--- src/rtl/core/ile_pkg.sv ---
`timescale 1ns / 1ps
// ----------------------------------------------------------------------------
// ile_pkg
// Shared types and constants for the indexed list engine: list sizing,
// request and status codes, port payloads and the shifter command link.
// ----------------------------------------------------------------------------
package ile_pkg;

    // list sizing
    localparam int CAPACITY = 64;
    localparam int ADDR_W   = $clog2(CAPACITY);
    localparam int CNT_W    = $clog2(CAPACITY + 1);
    localparam int CMP_W    = (CNT_W > 7) ? CNT_W : 7;
    localparam int DATA_W   = 32;

    localparam logic [DATA_W-1:0] NONE_VALUE = '1;

    // request codes
    typedef enum logic [2:0] {
        REQ_READ = 3'd0,
        REQ_HEAD = 3'd1,
        REQ_TAIL = 3'd2,
        REQ_AT   = 3'd3,
        REQ_DEL  = 3'd4
    } t_req_type;

    // status codes
    typedef enum logic [1:0] {
        ST_DONE  = 2'd0,
        ST_RANGE = 2'd1,
        ST_FULL  = 2'd2
    } t_status;

    // request payload
    typedef struct packed {
        logic        [2:0]  req_type;
        logic signed [7:0]  position;
        logic signed [31:0] item_value;
    } t_req;

    // result payload
    typedef struct packed {
        logic signed [31:0] read_value;
        logic        [1:0]  status;
        logic        [6:0]  entry_count;
    } t_result;

    // shifter operations
    typedef enum logic [1:0] {
        SHF_READ   = 2'd0,
        SHF_INSERT = 2'd1,
        SHF_DELETE = 2'd2
    } t_shf_op;

    // shifter states
    typedef enum logic [2:0] {
        S_IDLE,
        S_READ,
        S_READ_DATA,
        S_UP,
        S_DOWN,
        S_DRAIN,
        S_PUT,
        S_DONE
    } t_shf_state;

    // command from control to shifter
    typedef struct packed {
        logic              valid;
        t_shf_op           op;
        logic [ADDR_W-1:0] pos;
        logic [CNT_W-1:0]  cnt;
        logic [DATA_W-1:0] value;
    } t_shf_cmd;

    // response from shifter to control
    typedef struct packed {
        logic              done;
        logic [DATA_W-1:0] rdata;
    } t_shf_rsp;

endpackage

--- src/rtl/core/ile_ram.sv ---
`timescale 1ns / 1ps
// ----------------------------------------------------------------------------
// ile_ram
// Generic simple dual-port RAM: one write port, one read port with the
// read data registered.
// ----------------------------------------------------------------------------
module ile_ram #(
    parameter int WIDTH = 32,
    parameter int DEPTH = 64
) (
    input  logic                     i_clk,
    input  logic                     i_we,
    input  logic [$clog2(DEPTH)-1:0] i_waddr,
    input  logic [WIDTH-1:0]         i_wdata,
    input  logic [$clog2(DEPTH)-1:0] i_raddr,
    output logic [WIDTH-1:0]         o_rdata
);

    logic [WIDTH-1:0] r_mem [DEPTH];
    logic [WIDTH-1:0] r_rdata;

    // write port and registered read
    always_ff @(posedge i_clk) begin
        if (i_we) begin
            r_mem[i_waddr] <= i_wdata;
        end
        r_rdata <= r_mem[i_raddr];
    end

    assign o_rdata = r_rdata;

endmodule

--- src/rtl/core/ile_shifter.sv ---
`timescale 1ns / 1ps
// ----------------------------------------------------------------------------
// ile_shifter
// Memory sequencer for the list: single reads, and pipelined one-entry
// shifts up (insert) or down (delete), one entry per cycle.
// ----------------------------------------------------------------------------
module ile_shifter
    import ile_pkg::*;
(
    input  logic     i_clk,
    input  logic     i_rst_n,
    input  t_shf_cmd i_cmd,
    output t_shf_rsp o_rsp
);

    t_shf_state        r_state, n_state;
    t_shf_op           r_op, n_op;
    logic [ADDR_W-1:0] r_ptr, n_ptr;
    logic [ADDR_W-1:0] r_end, n_end;
    logic [DATA_W-1:0] r_value, n_value;
    logic              r_wr_pend, n_wr_pend;
    logic [ADDR_W-1:0] r_wr_addr, n_wr_addr;

    logic              ram_we;
    logic [ADDR_W-1:0] ram_waddr;
    logic [DATA_W-1:0] ram_wdata;
    logic [DATA_W-1:0] ram_rdata;

    // list storage
    ile_ram #(
        .WIDTH (DATA_W),
        .DEPTH (CAPACITY)
    ) u_ram (
        .i_clk   (i_clk),
        .i_we    (ram_we),
        .i_waddr (ram_waddr),
        .i_wdata (ram_wdata),
        .i_raddr (r_ptr),
        .o_rdata (ram_rdata)
    );

    // write port: delayed shift write, or the new value at the end of an insert
    assign ram_we    = r_wr_pend || (r_state == S_PUT);
    assign ram_waddr = r_wr_pend ? r_wr_addr : r_end;
    assign ram_wdata = r_wr_pend ? ram_rdata : r_value;

    // state register
    always_ff @(posedge i_clk) begin
        if (!i_rst_n) begin
            r_state   <= S_IDLE;
            r_wr_pend <= 1'b0;
        end else begin
            r_state   <= n_state;
            r_wr_pend <= n_wr_pend;
        end
        r_op      <= n_op;
        r_ptr     <= n_ptr;
        r_end     <= n_end;
        r_value   <= n_value;
        r_wr_addr <= n_wr_addr;
    end

    // next state and outputs
    always_comb begin
        n_state     = r_state;
        n_op        = r_op;
        n_ptr       = r_ptr;
        n_end       = r_end;
        n_value     = r_value;
        n_wr_pend   = 1'b0;
        n_wr_addr   = r_wr_addr;
        o_rsp.done  = 1'b0;
        o_rsp.rdata = ram_rdata;

        unique case (r_state)
            S_IDLE: begin
                if (i_cmd.valid) begin
                    n_op    = i_cmd.op;
                    n_value = i_cmd.value;
                    unique case (i_cmd.op)
                        SHF_READ: begin
                            n_ptr   = i_cmd.pos;
                            n_state = S_READ;
                        end
                        SHF_INSERT: begin
                            n_end = i_cmd.pos;
                            n_ptr = ADDR_W'(i_cmd.cnt - CNT_W'(1));
                            if (CNT_W'(i_cmd.pos) == i_cmd.cnt) begin
                                n_state = S_PUT;
                            end else begin
                                n_state = S_UP;
                            end
                        end
                        SHF_DELETE: begin
                            n_ptr = i_cmd.pos + ADDR_W'(1);
                            n_end = ADDR_W'(i_cmd.cnt - CNT_W'(1));
                            if (CNT_W'(i_cmd.pos) + CNT_W'(1) == i_cmd.cnt) begin
                                n_state = S_DONE;
                            end else begin
                                n_state = S_DOWN;
                            end
                        end
                        default: n_state = S_DONE;
                    endcase
                end
            end
            S_READ: begin
                n_state = S_READ_DATA;
            end
            S_READ_DATA: begin
                o_rsp.done = 1'b1;
                n_state    = S_IDLE;
            end
            // entry ptr moves to ptr+1, walking toward the head
            S_UP: begin
                n_wr_pend = 1'b1;
                n_wr_addr = r_ptr + ADDR_W'(1);
                if (r_ptr == r_end) begin
                    n_state = S_DRAIN;
                end else begin
                    n_ptr = r_ptr - ADDR_W'(1);
                end
            end
            // entry ptr moves to ptr-1, walking toward the tail
            S_DOWN: begin
                n_wr_pend = 1'b1;
                n_wr_addr = r_ptr - ADDR_W'(1);
                if (r_ptr == r_end) begin
                    n_state = S_DRAIN;
                end else begin
                    n_ptr = r_ptr + ADDR_W'(1);
                end
            end
            // last shift write retires here
            S_DRAIN: begin
                n_state = (r_op == SHF_INSERT) ? S_PUT : S_DONE;
            end
            S_PUT: begin
                n_state = S_DONE;
            end
            S_DONE: begin
                o_rsp.done = 1'b1;
                n_state    = S_IDLE;
            end
            default: n_state = S_IDLE;
        endcase
    end

endmodule

--- src/rtl/core/indexed_list_engine_top.sv ---
`timescale 1ns / 1ps
// A rejected or unknown request strobes its result in the cycle after the transfer.
// Reads, inserts and deletes go through the registered shifter command, the shifter
// states and the registered result; inserts and deletes shift one entry per cycle
// through the list RAM, but an append or a delete of the last entry skips the shift.
// One request at a time; the result strobe cannot be stalled by the receiver.
// Synchronous active-low reset empties the list; RAM contents are not cleared.
// ----------------------------------------------------------------------------
// indexed_list_engine_top
// Ordered list of signed 32-bit values with read, head/tail/positional
// insert and positional delete, backed by a RAM and an entry count.
// ----------------------------------------------------------------------------
module indexed_list_engine_top
    import ile_pkg::*;
(
    input  logic    i_clk,
    input  logic    i_rst_n,
    input  logic    i_start,
    input  t_req    i_req,
    output logic    o_busy,
    output logic    o_done,
    output t_result o_result
);

    logic             r_busy, n_busy;
    logic             r_done, n_done;
    logic [CNT_W-1:0] r_count, n_count;
    t_result          r_result, n_result;
    t_shf_cmd         r_cmd, n_cmd;
    t_shf_rsp         shf_rsp;

    logic             accept;
    logic             pos_neg;
    logic [CMP_W-1:0] pos_ext;
    logic [CMP_W-1:0] cnt_ext;
    logic [CMP_W-1:0] ins_pos;
    logic             list_full;
    logic [CNT_W-1:0] new_count;

    // shift sequencer and list storage
    ile_shifter u_shifter (
        .i_clk   (i_clk),
        .i_rst_n (i_rst_n),
        .i_cmd   (r_cmd),
        .o_rsp   (shf_rsp)
    );

    assign accept    = i_start && !r_busy;
    assign pos_neg   = i_req.position[7];
    assign pos_ext   = CMP_W'(i_req.position[6:0]);
    assign cnt_ext   = CMP_W'(r_count);
    assign list_full = (r_count == CNT_W'(CAPACITY));

    // insert target position
    always_comb begin
        case (i_req.req_type)
            REQ_HEAD: ins_pos = '0;
            REQ_TAIL: ins_pos = cnt_ext;
            default:  ins_pos = pos_ext;
        endcase
    end

    // count after a finished shifter operation
    always_comb begin
        case (r_cmd.op)
            SHF_INSERT: new_count = r_count + CNT_W'(1);
            SHF_DELETE: new_count = r_count - CNT_W'(1);
            default:    new_count = r_count;
        endcase
    end

    // request decode and result formation
    always_comb begin
        n_busy    = r_busy;
        n_done    = 1'b0;
        n_count   = r_count;
        n_result  = r_result;
        n_cmd     = r_cmd;
        n_cmd.valid = 1'b0;

        if (accept) begin
            n_result.read_value  = NONE_VALUE;
            n_result.status      = ST_DONE;
            n_result.entry_count = 7'(r_count);
            n_cmd.pos            = ADDR_W'(pos_ext);
            n_cmd.cnt            = r_count;
            n_cmd.value          = i_req.item_value;
            unique case (i_req.req_type)
                REQ_READ: begin
                    if (pos_neg || pos_ext >= cnt_ext) begin
                        n_result.status = ST_RANGE;
                        n_done          = 1'b1;
                    end else begin
                        n_cmd.valid = 1'b1;
                        n_cmd.op    = SHF_READ;
                        n_busy      = 1'b1;
                    end
                end
                REQ_HEAD, REQ_TAIL, REQ_AT: begin
                    if ((i_req.req_type == REQ_AT && pos_neg) || ins_pos > cnt_ext) begin
                        n_result.status = ST_RANGE;
                        n_done          = 1'b1;
                    end else if (list_full) begin
                        n_result.status = ST_FULL;
                        n_done          = 1'b1;
                    end else begin
                        n_cmd.valid = 1'b1;
                        n_cmd.op    = SHF_INSERT;
                        n_cmd.pos   = ADDR_W'(ins_pos);
                        n_busy      = 1'b1;
                    end
                end
                REQ_DEL: begin
                    if (pos_neg || pos_ext >= cnt_ext) begin
                        n_result.status = ST_RANGE;
                        n_done          = 1'b1;
                    end else begin
                        n_cmd.valid = 1'b1;
                        n_cmd.op    = SHF_DELETE;
                        n_busy      = 1'b1;
                    end
                end
                default: begin
                    n_done = 1'b1;
                end
            endcase
        end

        if (shf_rsp.done) begin
            n_busy               = 1'b0;
            n_done               = 1'b1;
            n_count              = new_count;
            n_result.status      = ST_DONE;
            n_result.entry_count = 7'(new_count);
            n_result.read_value  = (r_cmd.op == SHF_READ) ? shf_rsp.rdata : NONE_VALUE;
        end
    end

    // control and result registers
    always_ff @(posedge i_clk) begin
        if (!i_rst_n) begin
            r_busy      <= 1'b0;
            r_done      <= 1'b0;
            r_count     <= '0;
            r_cmd.valid <= 1'b0;
        end else begin
            r_busy      <= n_busy;
            r_done      <= n_done;
            r_count     <= n_count;
            r_cmd.valid <= n_cmd.valid;
        end
        r_result    <= n_result;
        r_cmd.op    <= n_cmd.op;
        r_cmd.pos   <= n_cmd.pos;
        r_cmd.cnt   <= n_cmd.cnt;
        r_cmd.value <= n_cmd.value;
    end

    assign o_busy   = r_busy;
    assign o_done   = r_done;
    assign o_result = r_result;

    // count stays within capacity
    a_count_bound: assert property (@(posedge i_clk) disable iff (!i_rst_n)
        r_count <= CNT_W'(CAPACITY))
        else $error("list count above capacity");

    // shifter only finishes work that control handed over
    a_rsp_while_busy: assert property (@(posedge i_clk) disable iff (!i_rst_n)
        shf_rsp.done |-> r_busy)
        else $error("shifter response without pending request");

    // a full refusal reports a full list
    a_full_status: assert property (@(posedge i_clk) disable iff (!i_rst_n)
        (o_done && o_result.status == ST_FULL) |-> (r_count == CNT_W'(CAPACITY)))
        else $error("full status with room left");

    // a shifter command goes out only on a transfer
    a_cmd_on_accept: assert property (@(posedge i_clk) disable iff (!i_rst_n)
        r_cmd.valid |-> ($past(i_start) && !$past(r_busy) && r_busy))
        else $error("shifter command without transfer");

endmodule

--- config.mk ---
export PLATFORM = sky130hd
export DESIGN_NAME = indexed_list_engine_top
export DESIGN_NICKNAME = d
export VERILOG_FILES = /design/src/rtl/core/ile_pkg.sv /design/src/rtl/core/ile_ram.sv /design/src/rtl/core/ile_shifter.sv /design/src/rtl/core/indexed_list_engine_top.sv
export SDC_FILE = /design/constraint.sdc
export NUM_CORES = 2
export LEC_CHECK = 0
export BUFFER_PORTS_ARGS = -buffer_cell sky130_fd_sc_hd__buf_2
export CORE_ASPECT_RATIO = 1.2
export CORE_MARGIN = 4
export CORE_UTILIZATION = 49
export DETAILED_ROUTE_END_ITERATION = 10
export GPL_ROUTABILITY_DRIVEN = 0
export PLACE_DENSITY = 0.67
export SLEW_MARGIN = 20
export SYNTH_ARGS = -nofsm -noshare
export SYNTH_HDL_FRONTEND = slang
export SYNTH_HIERARCHICAL = 1
export SYNTH_SLANG_ARGS = --single-unit
--- constraint.sdc ---
create_clock -name i_clk -period 4.35 [get_ports i_clk]
set_clock_uncertainty 0.2 [all_clocks]
set_input_delay 0.87 -clock i_clk [delete_from_list [all_inputs] [get_ports i_clk]]
set_output_delay 0.87 -clock i_clk [all_outputs]
set_load 0.02 [all_outputs]
Word-level counts from Yosys, hierarchy flattened

Memory sizes are Yosys's and may differ from the RTL's. A register that Yosys moved wholly into a read port is not among the register bits.
Cells that the tools add are included.

Flip-flop bits (word level): 154
RAM bits: 2048
Input port bits: 46
Memories kept: 1

Memory list:

| memory                | depth | bits a word | rd ports | clocked after Yosys merged registers in | wr ports | RTL line      | RTL |
|---|---|---|---|---|---|---|---|
| u_shifter.u_ram.r_mem | 64    | 32          | 1        | 1                                       | 1        | ile_ram.sv:19 | `logic [WIDTH-1:0] r_mem [DEPTH];` |

$add $sub $neg: 7
Order comparisons: 2
Equal/unequal tests: 28
Multiplexer cells: 45
Bitwise operators: 1
Reductions and logical operators: 27

Operator list:

| kind                                             | count |
|---|---|
| two-way mux 41 bit                               | 2 |
| two-way mux 32 bit                               | 2 |
| one-hot mux 6 bit (3 select lines)               | 2 |
| two-way mux 6 bit                                | 5 |
| one-hot mux 7 bit (2 select lines)               | 2 |
| one-hot mux 6 bit (2 select lines)               | 2 |
| two-way mux 9 bit                                | 2 |
| one-hot mux 3 bit (3 select lines)               | 2 |
| one-hot mux 3 bit (6 select lines)               | 1 |
| != test 2 bit, second input constant             | 8 |
| == test 3 bit, second input constant             | 5 |
| two-way mux 3 bit                                | 5 |
| two-way mux 1 bit                                | 14 |
| adder 6 x 1 -> 6 bit, second input constant      | 2 |
| == test 3 x 2 -> 1 bit, second input constant    | 4 |
| subtractor 6 x 1 -> 6 bit, second input constant | 2 |
| AND reduction 5 bit                              | 2 |
| nonzero test 2 bit                               | 4 |
| OR reduction 2 bit                               | 4 |
| adder 6 x 1 -> 7 bit, second input constant      | 1 |
| adder 7 x 1 -> 7 bit, second input constant      | 1 |
| == test 6 x 7 -> 1 bit                           | 1 |
| == test 7 bit                                    | 1 |
| == test 7 bit, second input constant             | 1 |
| 23 further kinds                                 | 35 |

Longest topological paths before layout

Word-level depth: 8
Mapped depth: 10
Mapped depth without buffers: 9

Hierarchy

Netlist, hierarchy kept.

By module, submodules not included:

| module                  | instances | cells an instance | area an instance (sq um) |
|---|---|---|---|
| ile_ram                 | 1         | 3324              | 78512.8 |
| indexed_list_engine_top | 1         | 313               | 4359.2 |
| ile_shifter             | 1         | 275               | 3320.7 |

Worst setup path after synthesis

Ideal clock, no wire load.

Kind: flip-flop to flip-flop
From: register u_shifter.r_wr_pend
To: memory u_shifter.u_ram.r_mem[48][0] (enable)
Arrival: 3708 ps
Data required time: 3689 ps
Path slack: -19 ps
Stages on the path, launching flop included: 7
Clock period less this slack: 4369 ps
Path through: dfxtp_1 > buf_2 > buf_1 > o21bai_1 > nor2b_1 > nand4b_1 > nor3_1

Cells in the longest elaborated chain, start to end: 3
Elaborated cells between the ends (all ways): 4

Ends and longest elaborated chain:

| what                                    | RTL line          | RTL |
|---|---|---|
| start, declared                         | ile_shifter.sv:21 | `logic r_wr_pend, n_wr_pend;` |
| start signal, assigned                  | ile_shifter.sv:54 | `r_wr_pend <= n_wr_pend;` |
| logical OR 1 bit                        | ile_shifter.sv:43 | `assign ram_we = r_wr_pend \|\| (r_state == S_PUT);` |
| named net u_shifter.ram_we              | ile_shifter.sv:24 | `logic ram_we;` |
| two-way mux 1 bit                       | ile_ram.sv:24     | `if (i_we) begin` |
| two-way mux 1 bit (not written as such) | ile_ram.sv:25     | `r_mem[i_waddr] <= i_wdata;` |
| end, declared                           | ile_ram.sv:19     |  |

The timed path passes the listed nets, and every way through them passes these cells.

==> reports/metrics.yaml <==
critical_path:
  crit_required_ns: 4.83
  arrival_ns: 3.96
  r2r_start: "u_shifter/r_ptr[2]"
  start_kind: "flip-flop"
  criticalPathCategory: "reg2reg"
  crit_fanout: 9
  end_kind: "flip-flop"
  reg2reg_slack_ns: 0.88
  cp-startpoint: "u_shifter/r_ptr[2]"
placed_design:
  place_ws_ns: 0.381
  placed_cells: 6281
  portBuffers: 88
  placed_area_um2: 91000
  dpl.hpwl_um: 124000
clock_tree:
  cts_buffer_depth: 3
  cts-root-buf: "clkbuf_16"
  clock_sinks: 2234
  worstSkewPairLatency_ns: 0.85
  h-tree-depth: 4
  cts_tree: "yes"
  clkTransAtPathRegs_ns: 0.06
  cts_resized: 0
  cts_made_buffers: 212
timing:
  finalSetupViolations: 0
  fin_ws_ns: 0.878
  fin_crit_ns: 3.47
  fmax_mhz: 288
  final.period_utilization: 0.798
  maxSlewViolCount: 0
  fin_setup_tns_ns: 0
  rsz0062_at_grt: "false"
  hold_viol: 0
  tightest_slew_ns: 1.09
  relSlewSlack: 0.271
cells_and_area:
  fin_nets: 4310
  final_cells: 6713
  layout-drive-gt1-share: 0.287
  stdcell_area_um2: 98400
  fill_cells: 12632
  syn2layout_area_growth_pct: 14.2
detailed_routing:
  ant_nets: 0
  wirelength_um: 213000
  drt_pre_antenna_iters: 5
  drtIter0Drc: 5029
  via_count: 42339
  drc_errors: 0
  wire_per_inst_um: 31.8
  vias_per_cell: 6.31
synth:
  syn-num-nets: 3988
  synthTopCellsByArea: "edfxtp_1 (76%), mux4_2 (14%), mux2i_1 (1.1%), dfxtp_1 (1.1%), nor2_1 (0.69%)"
  syn_avg_cell_area_um2: 22.0
  synth_edf_count: 2186
  yosysSeqAreaShare: 0.773
  ys_seq_elements: 2234
  ys_warn_count: 6
  syn_inst: 3912
  ys.flop_type: "edfxtp_1"
  synth_cell_types: 77
  syn_area_um2: 86200
  yosysTopAreaCell: "edfxtp_1"
  ys_async_sr_fraction: 0
  synth_top_area_share: 0.762
floorplan:
  rows: 168
  die_w_um: 391
  start_util: 0.493
  coreArea_um2: 175000
  dieHeight_um: 467
  pin_count: 89
  dieArea_um2: 183000
job:
  cap_viol_max_count: 0
power_and_ir_drop:
  switching_share: 0.259
  leakage_nw: 31.1
  power.internal_mw: 38.9
  switching_power_mw: 13.6
  power_density_nw_per_um2: 534
  combPwrFrac: 0.163
  p_clk_frac: 0.355
  seqPwrFrac: 0.482
  max-vdd-ir-drop_mv: 0.550
global_route:
  antenna_found_initial: 12
  grt_use_total: 0.234
  grt_max_degree: 72
  grt_pass1_wl_um: 306000
  grt_overflow: 0
  grt_pass1_vias: 42236
min_path:
  min_from: "i_start"
  min_path_type: "in2reg"
status:
  status: "completed"
## placed cells by master, fill, tap and decap left out, types with 8 or more instances in the layout
master	Yosys	final
bufinv_16	0	26
nand2b_1	11	10
nor2b_1	19	19
and2_1	9	8
nand2_1	59	58
edfxtp_1	2186	2186
xnor2_1	19	19
nand4_1	8	8
buf_4	24	154
a22oi_1	16	16
o21ai_0	16	16
buf_2	68	88
clkinvlp_4	0	9
xor2_1	13	13
nor3_1	13	11
inv_1	28	27
clkinv_2	0	32
a21oi_1	85	85
a22o_1	14	14
mux4_2	544	544
buf_12	0	43
o221ai_1	33	33
o21a_1	32	32
dfxtp_1	48	47
nor2_4	1	63
mux2i_1	99	99
ha_1	29	29
clkbuf_1	96	49
clkinv_1	0	46
clkbuf_16	0	218
nor2_1	158	96
nand3_1	14	14
dlygate4sd3_1	0	32
and3_1	10	10
mux2_2	40	33
mux2_4	4	11
a311oi_1	10	10
o22ai_1	86	86
## registers in the layout (all words and copies together) (netlist names), 2 cells and up
name,flops
cnt_ext,7
u_shifter/r_state,3
u_shifter/r_wr_addr,6
o_result,41
u_shifter/r_ptr,6
u_shifter/r_value,32
u_shifter/u_ram/r_mem,2048
u_shifter/r_op,2
u_shifter/r_end,6
r_cmd,48
u_shifter/u_ram/o_rdata,32
## synthesized netlist by cell type (8+ instances only)
cell type / number
a22oi_1: 16
a21oi_1: 85
and3_1: 10
buf_4: 24
a22o_1: 14
xor2_1: 13
o21a_1: 32
edfxtp_1: 2186
mux2_2: 40
o21ai_0: 16
nor3_1: 13
nor2_1: 158
inv_1: 28
and2_1: 9
buf_1: 16
nand4_1: 8
nand3_1: 14
mux2i_1: 99
dfxtp_1: 48
buf_2: 68
a311oi_1: 10
nor2b_1: 19
nand2b_1: 11
o22ai_1: 86
nand2_1: 59
clkbuf_1: 96
mux4_2: 544
o221ai_1: 33
xnor2_1: 19
ha_1: 29
## worst max-delay path, cell delays in order (launching register included)
cell      delay [ns]
edfxtp_1        0.69
nor2_1          0.89
buf_4           0.30
a22oi_1         0.10
and3_1          0.22
o32ai_1         0.82
nor3_1          0.08
## cell type report
type	instances	area, µm²	share of cell area
sequential	2234	66600	0.677
multi-input combinational	1439	19000	0.193
clock buffer	270	5680	0.0577
tap	2295	2870	0.0292
timing repair buffer	318	2810	0.0285
clock inverter	126	1360	0.0138
inverter	29	109	0.00111
antenna	2	5.00	0.0000508
## through the flow
stage	hold slack, ns	util	total power [mW]
2_1_floorplan	0.200	-	30.9
3_3_place_gp	0.205	0.520	34.2
3_5_place_dp	0.205	0.520	34.3
4_1_cts	0.126	0.562	52.8
5_1_grt	0.161	0.563	54.2
6_report	0.192	0.563	52.5
## cells by family after synthesis
family,count (synthesis),synth area share
flip-flops,2234,0.773
multiplexers,687,0.160
AO/OA/AOI/OAI,349,0.0277
AND/OR/NAND/NOR,340,0.0192
buffers and inverters,239,0.0130
XOR/XNOR,33,0.00344
adder cells (fa/ha/maj),30,0.00444
## power groups by stage
stage	Combinational [mW]	Clock, mW	Sequential [mW]
3_5_place_dp	8.51	0	25.8
5_1_grt	9.04	19.9	25.3
6_report	8.55	18.6	25.3
3_3_place_gp	8.38	0	25.8
2_1_floorplan	5.46	0	25.4
4_1_cts	8.57	18.9	25.3
## per-layer routing
metal  vias to the layer above  share of wire  GRT usage
li1                      17162              -          -
met1                     22820           0.39      0.327
met2                      2036           0.50      0.384
met3                       321          0.083     0.0405
met4                         0          0.029     0.0701
met5                         -              0          0
## worst paths after layout
| kind | endpoint | cells past startpoint |
|---|---|---|
| min reg2reg | u_shifter/r_value[3] | 0 |
| max | u_shifter/u_ram/o_rdata[8] | 6 |
| min | o_busy | 3 |
| max reg2reg | u_shifter/u_ram/o_rdata[8] | 6 |
## timing repair
action / in CTS / in global routing
endpoints found under the hold margin: 32 / 0
hold buffers: 32 / 0
setup endpoints to repair: 0 / 0
buffers inserted: 0 / 0
Power figures use the tool's default switching activity.
